===== src/hdl/thds_pkg.sv =====
// shared types, constants and helpers for the temperature / humidity display smoother
package thds_pkg;

  localparam int unsigned TEMP_W   = 8;
  localparam int unsigned HUMI_W   = 7;
  localparam int unsigned TRAW_W   = 12;
  localparam int unsigned HRAW_W   = 10;
  localparam int unsigned UPTIME_W = 16;
  localparam int unsigned CFG_W    = 8;
  localparam int unsigned TIMER_W  = 10;
  localparam int unsigned HOLD_W   = 2;

  localparam logic [TIMER_W-1:0]  FAULT_STEP_TICKS  = 10'd600;
  localparam logic [HUMI_W-1:0]   FAULT_WALK_TOP    = 7'd60;
  localparam logic [HUMI_W-1:0]   FAULT_WALK_BOTTOM = 7'd55;
  localparam logic [HUMI_W-1:0]   FAULT_START_HUMI  = 7'd50;
  localparam logic [UPTIME_W-1:0] OFFSET_SWITCH_SEC = 16'd3600;
  localparam logic [UPTIME_W-1:0] STARTUP_SEC       = 16'd5;
  localparam logic [8:0]          EARLY_OFFSET      = 9'd8;
  localparam logic [8:0]          LATE_OFFSET       = 9'd10;
  localparam logic [HOLD_W-1:0]   HOLD_TICKS        = 2'd3;
  localparam logic [TRAW_W-1:0]   ROUND_HALF        = 12'd5;

  localparam logic [TEMP_W-1:0] TEMP_HIGH_RESET = 8'd50;
  localparam logic [TEMP_W-1:0] TEMP_LOW_RESET  = 8'd0;
  localparam logic [HUMI_W-1:0] HUMI_HIGH_RESET = 7'd95;
  localparam logic [HUMI_W-1:0] HUMI_LOW_RESET  = 7'd20;

  // reciprocal of ten scaled by 2^16, exact for dividends below 16384
  localparam logic [12:0] RECIP_TEN = 13'd6554;

  typedef enum logic [1:0] {
    CFG_TEMP_HIGH = 2'd0,
    CFG_TEMP_LOW  = 2'd1,
    CFG_HUMI_HIGH = 2'd2,
    CFG_HUMI_LOW  = 2'd3
  } cfg_index_t;

  typedef struct packed {
    logic                       sensor_fault;
    logic                       reading_valid;
    logic signed [TRAW_W-1:0]   temp_tenths;
    logic        [HRAW_W-1:0]   humi_tenths;
    logic        [UPTIME_W-1:0] uptime_seconds;
  } sample_t;

  typedef struct packed {
    logic signed [TEMP_W-1:0] shown_temp;
    logic        [HUMI_W-1:0] shown_humi;
  } display_t;

  typedef struct packed {
    logic signed [TEMP_W-1:0] temp_high;
    logic signed [TEMP_W-1:0] temp_low;
    logic        [HUMI_W-1:0] humi_high;
    logic        [HUMI_W-1:0] humi_low;
  } limits_t;

  typedef struct packed {
    logic signed [TEMP_W-1:0] temp;
    logic        [HUMI_W-1:0] humi;
    logic                     startup;
  } target_t;

  // floor(a / 10) for a below 2560
  function automatic logic [7:0] div_ten(input logic [TRAW_W-1:0] a);
    logic [24:0] prod;
    prod = {13'd0, a} * {12'd0, RECIP_TEN};
    return prod[23:16];
  endfunction

endpackage


===== src/hdl/thds_convert.sv =====
// rounding, offset and clamping of one raw reading into display targets
module thds_convert (
  input  thds_pkg::sample_t smp,
  input  thds_pkg::limits_t lim,
  output thds_pkg::target_t tgt
);

  logic                              neg;
  logic [thds_pkg::TRAW_W-1:0]       t_bits;
  logic [thds_pkg::TRAW_W-1:0]       t_mag;
  logic [7:0]                        t_quot;
  logic signed [9:0]                 t_round;
  logic signed [9:0]                 t_hi;
  logic signed [9:0]                 t_lo;
  logic signed [9:0]                 t_clamp;
  logic [thds_pkg::TRAW_W-1:0]       h_sum;
  logic [7:0]                        h_quot;
  logic signed [8:0]                 h_off;
  logic signed [8:0]                 h_hi;
  logic signed [8:0]                 h_lo;
  logic signed [8:0]                 h_clamp;

  always_comb begin
    t_bits  = smp.temp_tenths;
    neg     = t_bits[thds_pkg::TRAW_W-1];
    t_mag   = neg ? (~t_bits + 12'd1) : t_bits;
    t_quot  = thds_pkg::div_ten(t_mag + thds_pkg::ROUND_HALF);
    t_round = neg ? -$signed({2'b00, t_quot}) : $signed({2'b00, t_quot});
    t_hi    = {{2{lim.temp_high[thds_pkg::TEMP_W-1]}}, lim.temp_high};
    t_lo    = {{2{lim.temp_low[thds_pkg::TEMP_W-1]}}, lim.temp_low};
    if (t_round > t_hi) begin
      t_clamp = t_hi;
    end else if (t_round < t_lo) begin
      t_clamp = t_lo;
    end else begin
      t_clamp = t_round;
    end

    h_sum  = {2'b00, smp.humi_tenths} + thds_pkg::ROUND_HALF;
    h_quot = thds_pkg::div_ten(h_sum);
    if (smp.uptime_seconds < thds_pkg::OFFSET_SWITCH_SEC) begin
      h_off = $signed({1'b0, h_quot}) - $signed(thds_pkg::EARLY_OFFSET);
    end else begin
      h_off = $signed({1'b0, h_quot}) - $signed(thds_pkg::LATE_OFFSET);
    end
    h_hi = $signed({2'b00, lim.humi_high});
    h_lo = $signed({2'b00, lim.humi_low});
    if (h_off > h_hi) begin
      h_clamp = h_hi;
    end else if (h_off < h_lo) begin
      h_clamp = h_lo;
    end else begin
      h_clamp = h_off;
    end

    tgt.temp    = t_clamp[thds_pkg::TEMP_W-1:0];
    tgt.humi    = h_clamp[thds_pkg::HUMI_W-1:0];
    tgt.startup = smp.uptime_seconds <= thds_pkg::STARTUP_SEC;
  end

endmodule


===== src/hdl/thds_state.sv =====
// display registers with change debounce and the sensor fault walk
module thds_state (
  input  logic              clk,
  input  logic              rst,
  input  logic              advance,
  input  logic              sensor_fault,
  input  logic              reading_valid,
  input  thds_pkg::target_t tgt,
  output thds_pkg::display_t shown
);

  logic signed [thds_pkg::TEMP_W-1:0]  disp_temp;
  logic signed [thds_pkg::TEMP_W-1:0]  disp_temp_next;
  logic [thds_pkg::HUMI_W-1:0]         disp_humi;
  logic [thds_pkg::HUMI_W-1:0]         disp_humi_next;
  logic [thds_pkg::HOLD_W-1:0]         temp_hold;
  logic [thds_pkg::HOLD_W-1:0]         temp_hold_next;
  logic [thds_pkg::HOLD_W-1:0]         humi_hold;
  logic [thds_pkg::HOLD_W-1:0]         humi_hold_next;
  logic [thds_pkg::TIMER_W-1:0]        fault_timer;
  logic [thds_pkg::TIMER_W-1:0]        fault_timer_next;
  logic                                walk_up;
  logic                                walk_up_next;
  logic [thds_pkg::HOLD_W-1:0]         temp_hold_inc;
  logic [thds_pkg::HOLD_W-1:0]         humi_hold_inc;
  logic [thds_pkg::TIMER_W-1:0]        timer_inc;
  logic [thds_pkg::HUMI_W-1:0]         walk_base;
  logic [thds_pkg::HUMI_W-1:0]         walk_step;

  always_comb begin
    disp_temp_next   = disp_temp;
    disp_humi_next   = disp_humi;
    temp_hold_next   = temp_hold;
    humi_hold_next   = humi_hold;
    fault_timer_next = fault_timer;
    walk_up_next     = walk_up;
    temp_hold_inc    = temp_hold + 2'd1;
    humi_hold_inc    = humi_hold + 2'd1;
    timer_inc        = fault_timer + 10'd1;
    walk_base        = (fault_timer == '0) ? thds_pkg::FAULT_START_HUMI : disp_humi;
    walk_step        = walk_up ? (walk_base + 7'd1) : (walk_base - 7'd1);

    if (!sensor_fault) begin
      fault_timer_next = '0;
      if (reading_valid) begin
        if (tgt.startup) begin
          disp_temp_next = tgt.temp;
          disp_humi_next = tgt.humi;
          temp_hold_next = '0;
          humi_hold_next = '0;
        end else begin
          if (disp_temp != tgt.temp) begin
            if (temp_hold_inc >= thds_pkg::HOLD_TICKS) begin
              temp_hold_next = '0;
              disp_temp_next = tgt.temp;
            end else begin
              temp_hold_next = temp_hold_inc;
            end
          end else begin
            temp_hold_next = '0;
          end
          if (disp_humi != tgt.humi) begin
            if (humi_hold_inc >= thds_pkg::HOLD_TICKS) begin
              humi_hold_next = '0;
              disp_humi_next = tgt.humi;
            end else begin
              humi_hold_next = humi_hold_inc;
            end
          end else begin
            humi_hold_next = '0;
          end
        end
      end
    end else begin
      disp_humi_next = walk_base;
      if (timer_inc >= thds_pkg::FAULT_STEP_TICKS) begin
        fault_timer_next = 10'd1;
        disp_humi_next   = walk_step;
        if (walk_up) begin
          if (walk_step >= thds_pkg::FAULT_WALK_TOP) begin
            walk_up_next = 1'b0;
          end
        end else begin
          if (walk_step <= thds_pkg::FAULT_WALK_BOTTOM) begin
            walk_up_next = 1'b1;
          end
        end
      end else begin
        fault_timer_next = timer_inc;
      end
    end
  end

  always_ff @(posedge clk) begin
    if (rst) begin
      disp_temp   <= '0;
      disp_humi   <= '0;
      temp_hold   <= '0;
      humi_hold   <= '0;
      fault_timer <= '0;
      walk_up     <= 1'b1;
    end else if (advance) begin
      disp_temp   <= disp_temp_next;
      disp_humi   <= disp_humi_next;
      temp_hold   <= temp_hold_next;
      humi_hold   <= humi_hold_next;
      fault_timer <= fault_timer_next;
      walk_up     <= walk_up_next;
    end
  end

  assign shown.shown_temp = disp_temp;
  assign shown.shown_humi = disp_humi;

endmodule


===== src/hdl/temp_humidity_display_smoother.sv =====
// top level of the temperature / humidity display smoother
//
// sample channel: one request per sensor tick (sample_valid / sample_stall,
// payload sample). disp channel: one request back per sample (disp_valid /
// disp_stall, payload disp) carrying the displayed temperature and humidity.
// an accepted sample is held in the input register until the display
// registers are free to take it; its result is then written into the display
// registers and is offered on disp from then on.
// throughput is one sample per cycle while disp is not stalled; the display
// registers double as the result register, so the next sample is taken
// while a result is pending. when disp_stall is high the result holds and,
// once the input register is full, sample_stall rises in the same cycle.
// display limits are written through cfg_wen / cfg_index / cfg_data. the user
// must write them only while no request is in flight; the block does not enforce it.
// synchronous reset empties both registers, clears the display and
// debounce state, sets the fault walk upward and reloads the default
// limits (temperature 0..50, humidity 20..95).
module temp_humidity_display_smoother (
  input  logic                         clk,
  input  logic                         rst,
  input  logic                         sample_valid,
  output logic                         sample_stall,
  input  thds_pkg::sample_t            sample,
  output logic                         disp_valid,
  input  logic                         disp_stall,
  output thds_pkg::display_t           disp,
  input  logic                         cfg_wen,
  input  logic [1:0]                   cfg_index,
  input  logic [thds_pkg::CFG_W-1:0]   cfg_data
);

  logic               sample_full;
  thds_pkg::sample_t  sample_q;
  logic               out_free;
  logic               advance;
  logic               accept;
  thds_pkg::limits_t  lim;
  thds_pkg::target_t  tgt;

  assign out_free     = !disp_valid || !disp_stall;
  assign advance      = sample_full && out_free;
  assign sample_stall = sample_full && !out_free;
  assign accept       = sample_valid && !sample_stall;

  always_ff @(posedge clk) begin
    if (rst) begin
      sample_full <= 1'b0;
      disp_valid  <= 1'b0;
    end else begin
      if (accept) begin
        sample_full <= 1'b1;
      end else if (advance) begin
        sample_full <= 1'b0;
      end
      if (advance) begin
        disp_valid <= 1'b1;
      end else if (!disp_stall) begin
        disp_valid <= 1'b0;
      end
    end
  end

  always_ff @(posedge clk) begin
    if (accept) begin
      sample_q <= sample;
    end
  end

  always_ff @(posedge clk) begin
    if (rst) begin
      lim.temp_high <= thds_pkg::TEMP_HIGH_RESET;
      lim.temp_low  <= thds_pkg::TEMP_LOW_RESET;
      lim.humi_high <= thds_pkg::HUMI_HIGH_RESET;
      lim.humi_low  <= thds_pkg::HUMI_LOW_RESET;
    end else if (cfg_wen) begin
      case (thds_pkg::cfg_index_t'(cfg_index))
        thds_pkg::CFG_TEMP_HIGH: lim.temp_high <= cfg_data;
        thds_pkg::CFG_TEMP_LOW:  lim.temp_low  <= cfg_data;
        thds_pkg::CFG_HUMI_HIGH: lim.humi_high <= cfg_data[thds_pkg::HUMI_W-1:0];
        thds_pkg::CFG_HUMI_LOW:  lim.humi_low  <= cfg_data[thds_pkg::HUMI_W-1:0];
        default: ;
      endcase
    end
  end

  thds_convert u_convert (
    .smp (sample_q),
    .lim (lim),
    .tgt (tgt)
  );

  thds_state u_state (
    .clk           (clk),
    .rst           (rst),
    .advance       (advance),
    .sensor_fault  (sample_q.sensor_fault),
    .reading_valid (sample_q.reading_valid),
    .tgt           (tgt),
    .shown         (disp)
  );

endmodule

===== config.mk =====
export PLATFORM = sky130hd
export DESIGN_NAME = temp_humidity_display_smoother
export DESIGN_NICKNAME = d
export VERILOG_FILES = /design/src/hdl/thds_pkg.sv /design/src/hdl/thds_convert.sv /design/src/hdl/thds_state.sv /design/src/hdl/temp_humidity_display_smoother.sv
export SDC_FILE = /design/constraint.sdc
export NUM_CORES = 1
export LEC_CHECK = 0
export BUFFER_PORTS_ARGS = -buffer_cell sky130_fd_sc_hd__buf_2
export CORE_MARGIN = 2
export CORE_UTILIZATION = 35
export CTS_BUF_LIST = sky130_fd_sc_hd__clkbuf_4
export DETAILED_ROUTE_END_ITERATION = 16
export SETUP_SLACK_MARGIN = 0.3
export SYNTH_ARGS = -nofsm -noshare
export SYNTH_HDL_FRONTEND = slang
export SYNTH_SLANG_ARGS = --single-unit

===== constraint.sdc =====
create_clock -name clk -period 13.85 [get_ports clk]
set_clock_uncertainty 0.1 [all_clocks]
set_input_delay 2.0775 -clock clk [delete_from_list [all_inputs] [get_ports clk]]
set_output_delay 2.0775 -clock clk [all_outputs]
set_load 0.02 [all_outputs]

==> results of run 1 <==
[layer usage]
metal / track usage / vias up / part of all wire
li1: - / 4836 / -
met1: 0.215 / 4436 / 0.48
met2: 0.275 / 123 / 0.48
met3: 0.0184 / 31 / 0.025
met4: 0.0411 / 0 / 0.017
met5: 0 / - / 0
[synthesized netlist by cell type, types with 5 or more instances]
| cell | number | share of area |
|---|---|---|
| inv_1 | 198 | 0.062 |
| ha_1 | 192 | 0.20 |
| nand2_1 | 104 | 0.032 |
| nor2_1 | 95 | 0.030 |
| a21oi_1 | 81 | 0.034 |
| fa_1 | 66 | 0.11 |
| dfxtp_1 | 62 | 0.10 |
| xnor2_1 | 55 | 0.040 |
| o21ai_0 | 45 | 0.019 |
| edfxtp_1 | 39 | 0.097 |
| xor2_1 | 35 | 0.025 |
| nand3_1 | 25 | 0.010 |
| mux2i_1 | 23 | 0.019 |
| clkbuf_1 | 22 | 0.0069 |
| o211ai_1 | 21 | 0.013 |
| and3_1 | 18 | 0.0094 |
| nor3_1 | 18 | 0.0075 |
| a21o_1 | 17 | 0.011 |
| o21a_1 | 17 | 0.011 |
| a211oi_1 | 14 | 0.0087 |
| nand4_1 | 12 | 0.0062 |
| o31ai_1 | 10 | 0.0062 |
| and2_1 | 9 | 0.0047 |
| nor2b_1 | 9 | 0.0047 |
| nand2b_1 | 7 | 0.0036 |
| nor4_1 | 7 | 0.0036 |
| o2111ai_1 | 7 | 0.0051 |
| o21bai_1 | 7 | 0.0044 |
| or3_1 | 7 | 0.0036 |
| nor3b_1 | 6 | 0.0037 |
| a311oi_1 | 5 | 0.0036 |
| a31oi_1 | 5 | 0.0026 |
| clkbuf_8 | 5 | 0.0057 |
| mux2_2 | 5 | 0.0047 |
| o221a_2 | 5 | 0.0047 |
| o22ai_1 | 5 | 0.0026 |
| o2bb2ai_1 | 5 | 0.0036 |
| or4_1 | 5 | 0.0031 |
[sequential cells by signal (all words and copies together), names as in the netlist]
| name | flops |
|---|---|
| sample_q | 39 |
| lim | 30 |
| u_state.fault_timer | 10 |
| u_state.disp_temp | 8 |
| u_state.disp_humi | 7 |
| u_state.humi_hold | 2 |
| u_state.temp_hold | 2 |
| disp_valid | 1 |
| sample_full | 1 |
| u_state.walk_up | 1 |
[stage by stage]
| step | setup slack, ns | cell area, um^2 | hold slack [ns] | std cells |
|---|---|---|---|---|
| 2_1_floorplan | 4.25 | 12000 | 0.343 | 1357 |
| 5_1_grt | 1.06 | 13000 | 0.421 | 1862 |
| 3_3_place_gp | 2.34 | 12800 | 0.352 | 1845 |
| 3_5_place_dp | 2.35 | 12800 | 0.362 | 1845 |
| 4_1_cts | 2.15 | 13000 | 0.385 | 1861 |
| 6_report | 2.08 | 13000 | 0.384 | 1862 |
[cell families after synthesis]
logic type	share of synthesized area
AND/OR/NAND/NOR	0.142
buffers and inverters	0.0779
adder cells (fa/ha/maj)	0.309
AO/OA/AOI/OAI	0.170
XOR/XNOR	0.0738
flip-flops	0.200
multiplexers	0.0269
[worst max-delay path: cells and delay by family, from the launching register on]
kind,cells,cell delay (ns)
flip-flops,1,0.61
buffers and inverters,5,0.54
XOR/XNOR,2,1.00
AND/OR/NAND/NOR,5,0.81
AO/OA/AOI/OAI,19,5.28
adder cells (fa/ha/maj),8,3.27
[area by class of cell]
cell class,instances,share of cell area
Multi-Input combinational cell,1022,0.671
Sequential cell,101,0.186
Inverter,199,0.0576
Tap cell,448,0.0432
Timing Repair Buffer,75,0.0299
Clock inverter,7,0.00695
Clock buffer,9,0.00521
Antenna cell,1,0.000193
[worst paths after layout]
kind	slack, ns	to	start	depth (start not counted)
worst max-delay path	2.08	u_state.disp_temp[4]$_SDFFE_PP0P_	sample_q[26]$_DFFE_PP_	39
worst min-delay path	0.38	u_state.temp_hold[0]$_SDFFE_PP0P_	u_state.temp_hold[0]$_SDFFE_PP0P_	2
worst max register to register	2.08	u_state.disp_temp[4]$_SDFFE_PP0P_	sample_q[26]$_DFFE_PP_	39
worst min register to register	0.38	u_state.temp_hold[0]$_SDFFE_PP0P_	u_state.temp_hold[0]$_SDFFE_PP0P_	2
==> reports/metrics.yaml, run 1 <==
cts_max_level: 3
cts_sinks: 101
core_area_mm2: 0.0337
fp.dieH_um: 189
grt_pass1_wl_um: 47000
slew_headroom: 0.184
synth_edf_count: 39
grt_max_degree: 50
syn_nets: 1670
clockBufferDepth: 2
cp-end-kind: "flip-flop"
fin_crit_sh: 0.850
ys_types: 94
final_core_util: 0.385
drv_slew: 0
drive_gt1_frac: 0.0941
final_common_cell: "inv_1"
yosysWarnings: 0
antenna_found_initial: 1
synth-seq-cells: 101
io_buffers: 70
postRouteAntennaNets: 0
rsz0062_at_grt: "false"
cts_tree: "done"
cts_inserted_buffers: 9
drt_drc_violations_left: 0
place_congestion: 0.835
post_cts_buffers: 0
grt-ovfl-total: 0
clkLatencyLatePin_ns: 0.56
syn_to_final_growth_pct: 7.69
fmax_mhz: 85.0
die_area_mm2: 0.0359
cts_resized: 0
wl_um: 27400
start_util: 0.357
setup_viol: 0
maxCapViolCount: 0
crit_path_max_incr_delay_ns: 0.77
fp.dieW_um: 189
multi_input_area_mm2: 0.00869
ys_async_sr_fraction: 0
nFillCells: 3430
period_needed_ns: 11.77
first_pass_iters: 5
avgRoutedWirePerCell_um: 14.7
status: "finished clean"
ctsHoldBuffers: 0
synthFlopType: "dfxtp_1"
final_cell_mix: "inv_1 (198), ha_1 (192), nand2_1 (104), nor2_1 (95), a21oi_1 (81)"
hp-class: "reg2reg"
nNetsFinal: 1721
required_ns: 14.18
crit_slowest_cell: "o211ai_1"
grt_pass1_vias: 9453
clkSlewWorstSetupHoldPaths_ns: 0.25
grtUsageTotal: 0.160
num_io_pins: 72
first_iter_violations: 440
vias_per_cell: 5.06
start_kind: "flip-flop"
worstPathArrival_ns: 12.10
syn_area_mm2: 0.0120
cp_max_fo: 15
worst_slew_pin_slew_ns: 1.22
tns_ns: 0
root_buffer: "clkbuf_4"
seq_area_mm2: 0.00241
num_rows: 67
vias: 9426
finalHoldViolCount: 0
crit_type: "reg2reg"
hpwl_um: 22200
synth.avg_cell_area_um2: 8.87
seq_area_frac_synth: 0.200
post_synth_inst_count: 1357
Power of run 1 is not shown: default switching activity piles up to over one toggle a cycle in this logic, so the estimate is an artifact.
==> run 2: changes to the inputs <==
Settings changed: ABC_AREA from default to 1.
Clock period 13.85 ns to 9.6 ns, I/O delays scaled along.
==> reports/metrics.yaml, run 2 <==
status: "finished clean"
syn_to_final_growth_pct: 13.0
finalHoldViolCount: 0
first_iter_violations: 448
fp.dieW_um: 190
fp.dieH_um: 190
crit_family: "adder cells"
post_synth_inst_count: 1671
vias: 10600
cp_max_fo: 10
required_ns: 9.92
die_area_mm2: 0.0361
grt_pass1_wl_um: 49700
synth_top_area_frac: 0.198
hpwl_um: 23900
grtUsageTotal: 0.170
final_common_cell: "nand2_1"
clockBufferDepth: 2
start_util: 0.353
place_congestion: 0.865
cts_inserted_buffers: 9
seq_area_frac_synth: 0.199
worstPathArrival_ns: 9.00
start_kind: "flip-flop"
crit_slowest_cell: "fa_1"
holdPathEnd: "disp_valid$_SDFFE_PP0P_"
seq_area_mm2: 0.00241
clkLatencyLatePin_ns: 0.53
root_buffer: "clkbuf_4"
maxCapViolCount: 0
yosysWarnings: 0
final_core_util: 0.399
fin_crit_sh: 0.905
r2r_setup_slack_ns: 0.92
io_buffers: 70
rsz0062_at_grt: "true"
synth.avg_cell_area_um2: 7.25
grt_max_degree: 47
nFillCells: 3601
ys_top_cells_by_count: "nand2_1 (382), inv_1 (340), ha_1 (192), nand3_1 (126), nor2_1 (118)"
final_cell_mix: "nand2_1 (370), inv_1 (334), ha_1 (184), nand3_1 (122), nor2_1 (107)"
crit_type: "reg2reg"
core_area_mm2: 0.0343
nNetsFinal: 2083
min_path_cells: 2
synth_edf_count: 39
cts_max_level: 3
r2r_start: "sample_q[26]$_DFFE_PP_"
ys_async_sr_fraction: 0
reg2reg_to: "u_state.disp_temp[4]$_SDFFE_PP0P_"
hold_ws_ns: 0.387
num_io_pins: 72
setup_viol: 0
postRouteAntennaNets: 0
worst_slew_pin_slew_ns: 1.01
yosys.area.top_type: "ha_1"
hold_start: "sample_full$_SDFFE_PP0P_"
top_regs: "sample_q (39), lim (30), u_state.fault_timer (10)"
fmax_mhz: 115
avgRoutedWirePerCell_um: 13.2
antenna_found_initial: 2
drt_drc_violations_left: 0
cts_tree: "done"
num_rows: 68
dpl_cell_area_mm2: 0.0130
tns_ns: 0
syn_area_mm2: 0.0121
rr_worst_depth: 51
ys_types: 47
first_pass_iters: 7
fin_area_mm2: 0.0137
vias_per_cell: 4.75
grt_pass1_vias: 10500
crit_path_max_incr_delay_ns: 0.58
cp-end-kind: "flip-flop"
period_needed_ns: 8.68
synthFlopType: "dfxtp_1"
wl_um: 29500
slew_headroom: 0.324
multi_input_area_mm2: 0.00865
crit_top_cell: "nand2_1"
synth-seq-cells: 101
drive_gt1_frac: 0.126
clkSlewWorstSetupHoldPaths_ns: 0.17
synth_area_leaders: "ha_1 (20%), nand2_1 (12%), fa_1 (11%)"
cts_sinks: 101
regMostFlops: "sample_q"
path_buf_inv: 7
largest_register_ffs: 39
syn_nets: 1984
drv_slew: 0
yosysMostFrequentCell: "nand2_1"
hp-class: "reg2reg"
grt-ovfl-total: 0
==> run 2: cell count changes in the layout (fill, tap and decap cells not counted), moves of 20 or more <==
cell,before,now
xnor2_1,55,12
o21ai_0,45,65
buf_4,5,33
nand2_2,0,20
inv_1,198,334
mux2i_1,23,0
nand2_1,104,370
nand3_1,25,122
==> run 2: logic make-up (layout without fill, tap and decap cells) <==
family / after synthesis / count (layout) / synth area share
simple gates: 716 / 718 / 0.257
buf+inv: 365 / 467 / 0.118
fa+ha+maj: 258 / 258 / 0.307
compound gates: 185 / 185 / 0.0839
flops: 101 / 101 / 0.199
xor+xnor: 46 / 46 / 0.0351
other cells: 0 / 1 / 0
==> run 2: layout make-up <==
| class | count | share of cell area |
|---|---|---|
| Clock inverter | 5 | 0.00430 |
| Sequential cell | 101 | 0.176 |
| Tap cell | 455 | 0.0416 |
| Multi-Input combinational cell | 1207 | 0.632 |
| Clock buffer | 11 | 0.00604 |
| Inverter | 348 | 0.0957 |
| Timing Repair Buffer | 103 | 0.0437 |
| Antenna cell | 1 | 0.000183 |
==> run 2: tightest hold or removal path, cell delays in order (launching register included) <==
cell and delay [ns]:
dfxtp_1 0.34, inv_1 0.06, a21oi_1 0.06
==> run 2: layer usage <==
metal	global-route usage	part of all wire	vias up
met5	0	0.00037	-
met2	0.308	0.50	117
met1	0.210	0.46	4892
met4	0.0501	0.021	2
met3	0.0190	0.023	39
li1	-	-	5543
==> run 2: how the worst max path moves through the flow <==
stage                                 startpoint                           endpoint  cells past startpoint
after CTS                 sample_q[37]$_DFFE_PP_  u_state.disp_temp[2]$_SDFFE_PP0P_                     55
after global routing      sample_q[26]$_DFFE_PP_  u_state.disp_temp[4]$_SDFFE_PP0P_                     56
after floorplan           sample_q[26]$_DFFE_PP_  u_state.disp_temp[0]$_SDFFE_PP0P_                     56
after detailed placement  sample_q[26]$_DFFE_PP_  u_state.disp_temp[2]$_SDFFE_PP0P_                     56
final                     sample_q[26]$_DFFE_PP_  u_state.disp_temp[4]$_SDFFE_PP0P_                     51
after global placement    sample_q[26]$_DFFE_PP_  u_state.disp_temp[0]$_SDFFE_PP0P_                     54
==> run 2: per-stage QoR <==
step	cells	setup WS, ns
3_3_place_gp	2187	0.389
2_1_floorplan	1671	1.43
6_report	2231	0.916
4_1_cts	2204	0.361
3_5_place_dp	2187	0.234
5_1_grt	2231	0.207
==> run 2: timing repair <==
| action | CTS | global route |
|---|---|---|
| gates resized for setup | 1 | 77 |
| pin swaps | 0 | 26 |
| setup endpoints to repair | 8 | 19 |
| buffers inserted | 1 | 24 |
| gates cloned | 0 | 2 |
| hold buffers | 0 | 0 |
Power of run 2 is left out for the same reason.
